==> src/design/mtfdtc_pkg.sv <==
// Shared types and constants for the move-to-front decoder with trigram cost.
// Used by mtfdtc_list and mtf_decode_trigram_cost; depends on nothing else.
package mtfdtc_pkg;

    localparam int SYM_W          = 5;
    localparam int IDX_W          = 15;
    localparam int COST_W         = 32;
    localparam int TOTAL_W        = 48;
    localparam int OPC_W          = 3;

    localparam logic [SYM_W-1:0] BOS       = SYM_W'(27);
    localparam logic [SYM_W-1:0] SPACE_SYM = SYM_W'(26);
    localparam logic [SYM_W-1:0] SPACE     = SYM_W'(25);

    localparam int HIST_STRIDE    = 28;
    localparam int SYM_STRIDE     = 27;
    localparam int COST_DEPTH     = HIST_STRIDE * HIST_STRIDE * SYM_STRIDE;

    typedef enum logic [OPC_W-1:0] {
        OP_LOAD_RANK = 3'd0,
        OP_LOAD_INIT = 3'd1,
        OP_LOAD_COST = 3'd2,
        OP_TOKEN     = 3'd3,
        OP_CLEAR     = 3'd4
    } opcode_t;

    // Control from the top level to the list unit.
    typedef struct packed {
        logic                    rank_we;
        logic                    init_we;
        logic                    step;
        logic                    new_line;
        logic                    is_space;
        logic [SYM_W-1:0]        token;
        logic [IDX_W-1:0]        index;
        logic signed [COST_W-1:0] value;
    } list_ctl_t;

endpackage

==> src/design/mtfdtc_list.sv <==
// Move-to-front list, rank table and initial order, all in registers.
// Decodes one token per step and shifts the list; depends on mtfdtc_pkg.
module mtfdtc_list #(
    parameter int LETTERS = 26,
    parameter int SOURCES = 25
) (
    input  logic                        clk,
    input  logic                        rst_n,
    input  mtfdtc_pkg::list_ctl_t       ctl,
    output logic [mtfdtc_pkg::SYM_W-1:0] sym
);
    import mtfdtc_pkg::*;

    localparam int LW = $clog2(LETTERS);
    localparam int SW = $clog2(SOURCES);
    localparam logic signed [COST_W-1:0] LETTER_MAX = COST_W'(LETTERS - 1);

    logic [SYM_W-1:0] list_reg [LETTERS];
    logic [SYM_W-1:0] list_next [LETTERS];
    logic [SYM_W-1:0] init_reg [LETTERS];
    logic [SYM_W-1:0] rank_reg [SOURCES];
    logic [SYM_W-1:0] src [LETTERS];
    logic [SYM_W-1:0] letter;
    logic [SYM_W-1:0] rank;
    logic [LW-1:0]    ridx;

    // Load values are clamped into the letter range.
    always_comb
    begin
        if (ctl.value < 0)
            letter = '0;
        else if (ctl.value > LETTER_MAX)
            letter = SYM_W'(LETTERS - 1);
        else
            letter = ctl.value[SYM_W-1:0];
    end

    always_comb
    begin
        for (int j = 0; j < LETTERS; j++)
            src[j] = ctl.new_line ? init_reg[j] : list_reg[j];
        rank = rank_reg[ctl.token[SW-1:0]];
        ridx = rank[LW-1:0];
        sym  = ctl.is_space ? SPACE_SYM : src[ridx];
        list_next[0] = ctl.is_space ? src[0] : sym;
        for (int j = 1; j < LETTERS; j++)
        begin
            if (!ctl.is_space && LW'(j) <= ridx)
                list_next[j] = src[j-1];
            else
                list_next[j] = src[j];
        end
    end

    always_ff @(posedge clk)
    begin
        if (ctl.rank_we && ctl.index < IDX_W'(SOURCES))
            rank_reg[ctl.index[SW-1:0]] <= letter;
        if (ctl.init_we && ctl.index < IDX_W'(LETTERS))
            init_reg[ctl.index[LW-1:0]] <= letter;
        if (ctl.step)
            list_reg <= list_next;
    end

    a_front_is_symbol: assert property (@(posedge clk) disable iff (!rst_n)
        ctl.step && !ctl.is_space |=> list_reg[0] == $past(sym))
        else $error("decoded letter did not move to the front");

    a_space_keeps_list: assert property (@(posedge clk) disable iff (!rst_n)
        ctl.step && ctl.is_space && !ctl.new_line |=> $stable(list_reg[0]))
        else $error("space changed the list");

    a_no_step_on_load: assert property (@(posedge clk) disable iff (!rst_n)
        !(ctl.step && (ctl.rank_we || ctl.init_we)))
        else $error("list step and table load in the same cycle");

endmodule

==> config.mk <==
export PLATFORM = sky130hd
export DESIGN_NAME = mtfdtc_list
export DESIGN_NICKNAME = d
export VERILOG_FILES = /design/src/design/mtfdtc_pkg.sv /design/src/design/mtfdtc_list.sv
export SDC_FILE = /design/constraint.sdc
export NUM_CORES = 1
export LEC_CHECK = 0
export ABC_AREA = 1
export BUFFER_PORTS_ARGS = -buffer_cell sky130_fd_sc_hd__buf_2
export CORE_MARGIN = 2
export CORE_UTILIZATION = 45
export CTS_BUF_LIST = sky130_fd_sc_hd__clkbuf_8 sky130_fd_sc_hd__clkbuf_16
export DETAILED_ROUTE_END_ITERATION = 8
export HOLD_SLACK_MARGIN = 0.06
export PLACE_DENSITY_LB_ADDON = 0.05
export SYNTH_ARGS = -nofsm -noshare
export SYNTH_HDL_FRONTEND = slang
export SYNTH_SLANG_ARGS = --single-unit
==> constraint.sdc <==
create_clock -name clk -period 3.5 [get_ports clk]
set_input_delay 0.525 -clock clk [delete_from_list [all_inputs] [get_ports clk]]
set_output_delay 0.525 -clock clk [all_outputs]
set_load 0.1 [all_outputs]
== Yosys cells after proc, flatten, opt, wreduce, memory -nomap -nowiden ==
Memory sizes are Yosys's and may differ from the RTL's.
Index checks and enable logic that the tools add are counted.
Widths: inputs -> output; s select.
Storage, ports and cells
  memories: 2
  latch bits: 0
  input port bits: 59
  register bits: 130
  bits in read-only memories: 0
  output and inout bits: 5
  memory bits (writable): 255
Memories
  init_reg: words 26, bits a word 5, rd ports 26, clocked after Yosys merged registers in 0, wr ports 1, RTL line mtfdtc_list.sv:20  | logic [SYM_W-1:0] init_reg [LETTERS];
  rank_reg: words 25, bits a word 5, rd ports 1, clocked after Yosys merged registers in 0, wr ports 1, RTL line mtfdtc_list.sv:21  | logic [SYM_W-1:0] rank_reg [SOURCES];
Operators by class
  div/mod/pow operators: 0
  shift-type cells: 0
  $add $sub $neg: 0
  reductions and logical operators: 28
  bitwise logic cells: 1
  multiply operators: 0
  equal/unequal tests: 0
  multiplexer cells: 62
  magnitude comparators: 30
Operator list (number)
  $mux 5: 57
  $le 5x5->1 const A: 10
  $le 4x5->1 const A: 8
  $gt 32x6->1 const B: 1
  $lt 32x1->1 const B: 1
  $lt 15x5->1 const B: 2
  $logic_and 1x1->1: 27
  $bmux 5 s5: 1
  $le 3x5->1 const A: 4
  $le 2x5->1 const A: 2
  $ge 6x6->1 const B: 1
  $not 5->6: 1
  $le 1x5->1 const A: 1
  $mux 1: 4
  $logic_not 1->1: 1

== Logic depth before layout (Yosys ltp) ==
Gate-level depths: netlist of run 1.
An unclocked memory read counts as a cell.
  word-level depth: 7
  gate-level depth with buffers: 21
  gate-level depth less buffers: 18

== Worst setup path before layout of run 1 ==
OpenSTA, ideal clock, no wires.
  path kind: input-to-output
  from: in ctl[48] (netlist bit)
  to: out sym[0] (netlist bit)
  path slack: 0.284 ns
  data arrival time: 2.691 ns
  stages on the path: 17
  path buffers: 3
  path through: buf_2 buf_2 o21ai_0 o211ai_1 nand3_1 nand2_1 nand2_1 nand2_4 inv_4 nand2_4 inv_2 buf_2 nand2_1 nand2_1 o21ai_1 nand2_1 inv_1
On the way
  longest elaborated chain between the ends: 6
Ends and longest elaborated chain
  start: declaration: RTL line mtfdtc_list.sv:9  | input mtfdtc_pkg::list_ctl_t ctl,
  $mem_v2 25x5
  $not 5->6 (implied by the code): RTL line mtfdtc_list.sv:44  | sym = ctl.is_space ? SPACE_SYM : src[ridx];
  $bmux 5 s5: RTL line mtfdtc_list.sv:44
  $mux 5 (implied by the code) (2 in a row): RTL line mtfdtc_list.sv:44
  $mux 5: RTL line mtfdtc_list.sv:44
  end: declaration: RTL line mtfdtc_list.sv:10  | output logic [mtfdtc_pkg::SYM_W-1:0] sym
Every way passes these cells. The select of a mux whose other input is x is not followed.

== Worst setup path in the final report of run 1 ==
  from: in ctl[47] (netlist bit)
  to: out sym[1] (netlist bit)
The elaborated chain is that of the path after synthesis.

==> results.cfg, run 1 <==
[run_status]
status = finished, final reports clean

[worst_setup_path]
path_class = primary input to output port
arrival_ns = 2.85
worstSetupStartpointType = primary input
path_buf_inv = 7
required_ns = 2.97
path_common_cell = nand2_1
max_stage_delay_ns = 0.18
worstRegToRegCells = 16
crit_chain = buf_4 -> inv_6 -> buf_12 -> nand2_1 -> nand2_1 -> nand2_1 -> nand3_1 -> nand2_1 -> nand2_1 -> nand3_4 -> nand2_8 -> buf_12 -> buf_12 -> nand2_1 -> o21ai_1 -> nand2_1 -> nand2_1 -> nand2_1 -> nand3_1 -> o21ai_2 -> inv_2 -> buf_12
r2r-end = list_reg[83]$_DFFE_PP_
path_max_fanout = 16
reg2reg_slack_ns = 0.70
cp-endpoint = sym[1]
reg2reg_from = rank_reg[0][4]$_DFFE_PP_
crit_start = ctl[47]
crit_family = simple AND/OR/NAND/NOR gates
cp_slowest_cell = buf_12
path_depth = 22
endpoint_kind = output port

[sta]
worst_clock_skew_ns = 0.0253
max_clock_freq_ghz = 0.296
slew_headroom_pct = 43.8
setup_viol = 0
timing.final.ws_setup_ns = 0.122
min_period_ns = 3.38
slew_violations = 0
finalCritPeriodShare_pct = 96.5
final-hold-violation-count = 0
tightest_slew_ns = 0.840

[grt]
grt_start_max_net_pins = 78
grt_pass1_vias = 13000
overflow = 0
grtUsageTotal_pct = 23.9
grt_pass1_wl_mm = 76.0
antenna_found_initial = 0

[pwr]
switchingPower_mw = 2.96
max-vdd-ir-drop_v = 0.000398
p_sw_share_pct = 25.9
total_power_mw = 11.4
clock_power_share_pct = 39.3
combPwrFrac_pct = 14.2
powerDensity_nw_per_um2 = 524
p_seq_share_pct = 46.5
intPower_mw = 8.46
leakagePower_nw = 8.55

[clock_network]
clk_latency_ns = 0.58
cts.path.max_buffers = 3
htree_num_levels = 2
cts_tree = built
clockRootBuffer = clkbuf_16
cts.sinks = 385
cts_hold_buffers = 0
clk_pin_slew_ns = 0.06
numCtsBuffers = 43

[routing]
routed.top_layer = met4
drc = 0
wl_met3_mm = 2.77
ant_nets = 0
drt-total-wl_mm = 51.3
met2_wirelength_mm = 23.8
wl_per_cell_um = 20.1
via_per_inst = 5.33
dr.pass1.iters = 6
num_vias = 13600
met1_length_mm = 23.2
drt-initial-drc-count = 1350

[die]
die_w_um = 206
pin_count = 64
core-area_um2 = 40600
die_area_um2 = 42600
floorplan.rows = 74
initial_utilization_pct = 45.4
die_h_um = 206

[synthesis]
ys_types = 36
muxShareOfSynthArea_pct = 2.55
ys_warn_count = 0
synth-simple-area-share_pct = 21.3
synth_compound_gate_area_share_pct = 8.22
async_flop_share_pct = 0
synth-edff-count = 385
synth_area_per_cell_um2 = 9.85
synth_ff_type = edfxtp_1
syn-num-nets = 1931
synth_top_family_by_area = simple AND/OR/NAND/NOR gates
synth_adder_area_share_pct = 0
ys_ff_latch = 385
syn-instance-count = 1872
synthXorXnorAreaFrac_pct = 0
yosysSeqAreaShare_pct = 62.7
synth.cell_area_um2 = 18400

[placement]
place_ws_ns = -0.154
place_inst = 2475
port_buffers = 62
place.gp.congestion = 0.889
dp_hpwl_mm = 33.1

[layout]
n_antenna_cell = 0
layout_common_cells = nand2_1 (628), edfxtp_1 (385), nor2_1 (170)
n_fill_cell = 3606
areaGrowthSynthToFinish_pct = 18.1
layoutNonFillerInstCount = 2558
drive_gt1_share_pct = 16.0
final_common_cell = nand2_1
final_nets = 2055

[worst_hold_path]
min_path_type = primary input to flip-flop

[flow_run]
drv_cap = 0
through the flow:
step                      setup TNS (ns)  area [µm²]  hold WS [ns]  util [%]
after floorplan                        0       18400         0.580         -
after global placement            -0.276       20000         0.619      49.2
after detailed placement          -0.448       20000         0.633      49.2
after CTS                              0       21400         0.271      52.7
after global routing             -0.0655       21800         0.285      53.6
final                                  0       21800         0.298      53.6
synthesized netlist by cell type, types with 9 or more instances:
master	count	area, µm²
a21oi_1	31	155
a31oi_1	12	75.1
buf_2	28	140
buf_4	9	67.6
buf_6	12	135
clkbuf_1	31	116
edfxtp_1	385	11600
inv_1	118	443
mux2i_1	47	470
nand2_1	642	2410
nand2_2	15	93.8
nand3_1	92	460
nor2_1	171	642
o211ai_1	17	128
o21ai_0	137	686
o21ai_1	52	260
or2_2	20	125
cells by family (layout without fill, tap and decap cells):
| logic type | count (synthesis) | in the layout |
|---|---|---|
| AOI/OAI and AO/OA | 263 | 263 |
| buffers and inverters | 211 | 365 |
| DFF | 385 | 385 |
| muxes | 47 | 47 |
| and+or+nand+nor | 966 | 966 |
power by group through the flow:
stage | Combinational (mW) | Clock (mW) | Sequential [mW]
after global routing | 1.78 | 4.71 | 5.32
after floorplan | 0.917 | 0 | 5.40
after global placement | 1.51 | 0 | 5.40
final | 1.62 | 4.48 | 5.31
after CTS | 1.54 | 4.55 | 5.31
after detailed placement | 1.52 | 0 | 5.41
cell type report:
cell class | instances | area [µm²] | share of cell area (%)
Sequential cell | 385 | 11600 | 53.1
Timing Repair Buffer | 161 | 1530 | 7.05
Multi-Input combinational cell | 1276 | 6140 | 28.2
Tap cell | 532 | 666 | 3.06
Clock inverter | 31 | 268 | 1.23
Clock buffer | 44 | 1100 | 5.06
Inverter | 129 | 502 | 2.30
repair_timing:
item / in CTS / in global routing
endpoints found under the setup margin: 5 / 5
hold endpoints to repair: 0 / 0
resized for setup: 16 / 52
pin swaps: 0 / 18
cloned: 0 / 6
buffers inserted: 0 / 3
worst min path at each step:
stage                                          from                      end  slack [ns]  cells past startpoint
after CTS                                   ctl[54]   list_reg[26]$_DFFE_PP_        0.27                      1
after global placement     init_reg[7][3]$_DFFE_PP_   list_reg[93]$_DFFE_PP_        0.62                      2
after floorplan           init_reg[22][1]$_DFFE_PP_   list_reg[11]$_DFFE_PP_        0.58                      2
after detailed placement   init_reg[4][3]$_DFFE_PP_  list_reg[103]$_DFFE_PP_        0.63                      4
final                                       ctl[54]   list_reg[26]$_DFFE_PP_        0.30                      1
after global routing                        ctl[54]   list_reg[22]$_DFFE_PP_        0.28                      1
layer usage:
layer	global-route usage, %	up-vias
met5	0	-
met4	8.98	0
met3	2.78	102
met2	38.1	438
met1	33.7	6497
li1	-	6593
Power figures use the tool's default switching activity.
==> run 2, diff against run 1 <==
--- a/config.mk
+++ b/config.mk
@@ -6,11 +6,10 @@
 export NUM_CORES = 1
 export LEC_CHECK = 0
 export ABC_AREA = 1
-export BUFFER_PORTS_ARGS = -buffer_cell sky130_fd_sc_hd__buf_2
-export CORE_MARGIN = 2
-export CORE_UTILIZATION = 45
+export CORE_UTILIZATION = 49
 export CTS_BUF_LIST = sky130_fd_sc_hd__clkbuf_8 sky130_fd_sc_hd__clkbuf_16
 export DETAILED_ROUTE_END_ITERATION = 8
+export DONT_BUFFER_PORTS = 1
 export HOLD_SLACK_MARGIN = 0.06
 export PLACE_DENSITY_LB_ADDON = 0.05
 export SYNTH_ARGS = -nofsm -noshare
==> results.cfg, run 2 (synthesis results as in run 1) <==
[grt]
met2_usage_pct = 42.7
grt_pass1_vias = 12900
grt_start_max_net_pins = 132
grtUsageMet1_pct = 36.0
antenna_found_initial = 0
grt_pass1_wl_mm = 75.6
met3_usage_pct = 3.80
top_usage_layer = met2
grtUsageTotal_pct = 26.2
overflow = 0

[pwr]
total_power_mw = 10.7
p_seq_share_pct = 49.4
combPwrFrac_pct = 13.1
p_sw_share_pct = 25.4
intPower_mw = 8.02
switchingPower_mw = 2.73
max-vdd-ir-drop_v = 0.000366
leakagePower_nw = 8.09
clock_power_share_pct = 37.4
powerDensity_nw_per_um2 = 514

[worst_hold_path]
min_from = ctl[54]
min_path_type = primary input to flip-flop
min_delay_path_depth = 0
worstHoldEndpoint = list_reg[39]$_DFFE_PP_

[layout]
layout_common_cells = nand2_1 (629), edfxtp_1 (385), nor2_1 (171)
final_nets = 1978
areaGrowthSynthToFinish_pct = 13.3
final_common_cell = nand2_1
seqCellArea_um2 = 11600
drive_gt1_share_pct = 12.4
n_antenna_cell = 0
multi_input_area_um2 = 6100
n_fill_cell = 3193

[clock_network]
clk_latency_ns = 0.55
htree_num_levels = 2
numCtsBuffers = 41
clockRootBuffer = clkbuf_16
clk_pin_slew_ns = 0.06
cts.sinks = 385
cts_tree = built
cts.path.max_buffers = 3

[placement]
place.gp.congestion = 0.906
port_buffers = 0
dp_hpwl_mm = 32.1
place_ws_ns = 0.0711

[sta]
final-hold-violation-count = 0
max_clock_freq_ghz = 0.298
min_period_ns = 3.35
slew_violations = 0
timing.final.ws_setup_ns = 0.145
setup_viol = 0
slew_headroom_pct = 48.3
tightest_slew_ns = 0.771
worst_clock_skew_ns = 0.0132
hold_ws_ns = 0.104
finalCritPeriodShare_pct = 95.9

[routing]
dr.pass1.iters = 5
wl_per_cell_um = 20.7
drc = 0
drt-initial-drc-count = 1119
drt-total-wl_mm = 50.0
ant_nets = 0
num_vias = 13300
via_per_inst = 5.51

[worst_setup_path]
path_common_cell = nand2_1
reg2reg_slack_ns = 0.52
cp_slowest_cell = edfxtp_1
worstSetupStartpointType = flip-flop
max_stage_delay_ns = 0.38
endpoint_kind = output port
path_buf_inv = 4
reg2reg_from = rank_reg[4][4]$_DFFE_PP_
arrival_ns = 2.83
crit_family = simple AND/OR/NAND/NOR gates
path_class = flip-flop to output port
r2r-end = list_reg[22]$_DFFE_PP_
path_max_fanout = 10
worstRegToRegCells = 16
required_ns = 2.97
crit_chain = nor2_1 -> nor2_1 -> o21ai_1 -> nand3_2 -> nand2_1 -> nand2_1 -> nand2_1 -> nand2_2 -> nand2_4 -> inv_6 -> buf_12 -> nand2_1 -> nand2_1 -> nand2_2 -> nand3_2 -> o21ai_2 -> nand2_2 -> inv_2 -> buf_12

[die]
core-area_um2 = 36800
die_area_um2 = 38400
die_h_um = 196
floorplan.rows = 70
pin_count = 64
die_w_um = 196
initial_utilization_pct = 50.1

[run_status]
status = finished, final reports clean

[flow_run]
drv_cap = 0
==> run 2: cell count changes in the layout (fill, tap and decap cells not counted), moves of 4 or more <==
cell	delta
clkinv_1	-5
clkbuf_16	-5
buf_4	-10
bufinv_16	-4
buf_12	-7
buf_2	-54
==> run 2: worst register-to-register path, delay by kind of cell (launching register included) <==
kind	cells	cell delay, ns
flip-flops	1	0.38
AND/OR/NAND/NOR	7	0.90
buffers and inverters	3	0.54
AO/OA/AOI/OAI	6	0.92
==> run 2: routing by layer <==
metal | share of wire (%) | vias to the layer above | wire (µm)
li1 | - | 6422 | -
met1 | 44 | 6436 | 22100
met2 | 48 | 366 | 23800
met3 | 5.5 | 83 | 2760
met4 | 2.8 | 0 | 1410
met5 | 0 | - | 0
==> run 2: area by class of cell <==
| cell class | instances | share of cell area (%) |
|---|---|---|
| repair buffers | 86 | 4.50 |
| well taps | 468 | 2.80 |
| clock buffers | 43 | 5.15 |
| multi-input cells | 1276 | 29.2 |
| inverters | 129 | 2.36 |
| flip-flops and latches | 385 | 55.3 |
| clock inverters | 26 | 0.665 |
==> run 2: worst max path at each step <==
stage,from,end,cells after the start
floorplan,ctl[48],sym[0],17
global placement,ctl[47],sym[1],20
detailed placement,ctl[47],sym[1],20
CTS,rank_reg[4][1]$_DFFE_PP_,sym[0],19
global route,rank_reg[4][1]$_DFFE_PP_,sym[0],19
finish,rank_reg[4][1]$_DFFE_PP_,sym[0],19
==> run 2: per-stage QoR <==
stage	utilization, %	area, µm²	setup TNS (ns)	cells
after global placement	52.6	19300	0	2328
after detailed placement	52.6	19300	0	2328
after floorplan	-	18400	0	1872
after CTS	56.0	20600	0	2398
final	56.8	20900	0	2413
after global routing	56.8	20900	-0.0109	2413
==> run 2: power by group through the flow <==
stage	registers, mW	clock network [mW]	logic (mW)
after floorplan	5.40	0	0.917
after global placement	5.40	0	1.30
after detailed placement	5.41	0	1.31
after CTS	5.31	4.09	1.33
after global routing	5.32	4.25	1.54
final	5.31	4.02	1.41
==> run 2: what timing repair did <==
item | in CTS | in global routing
cloned | 0 | 2
pin swaps | 3 | 19
endpoints found under the hold margin | 0 | 0
endpoints found under the setup margin | 5 | 5
setup buffers | 1 | 13
hold buffers | 0 | 0
resized for setup | 9 | 45
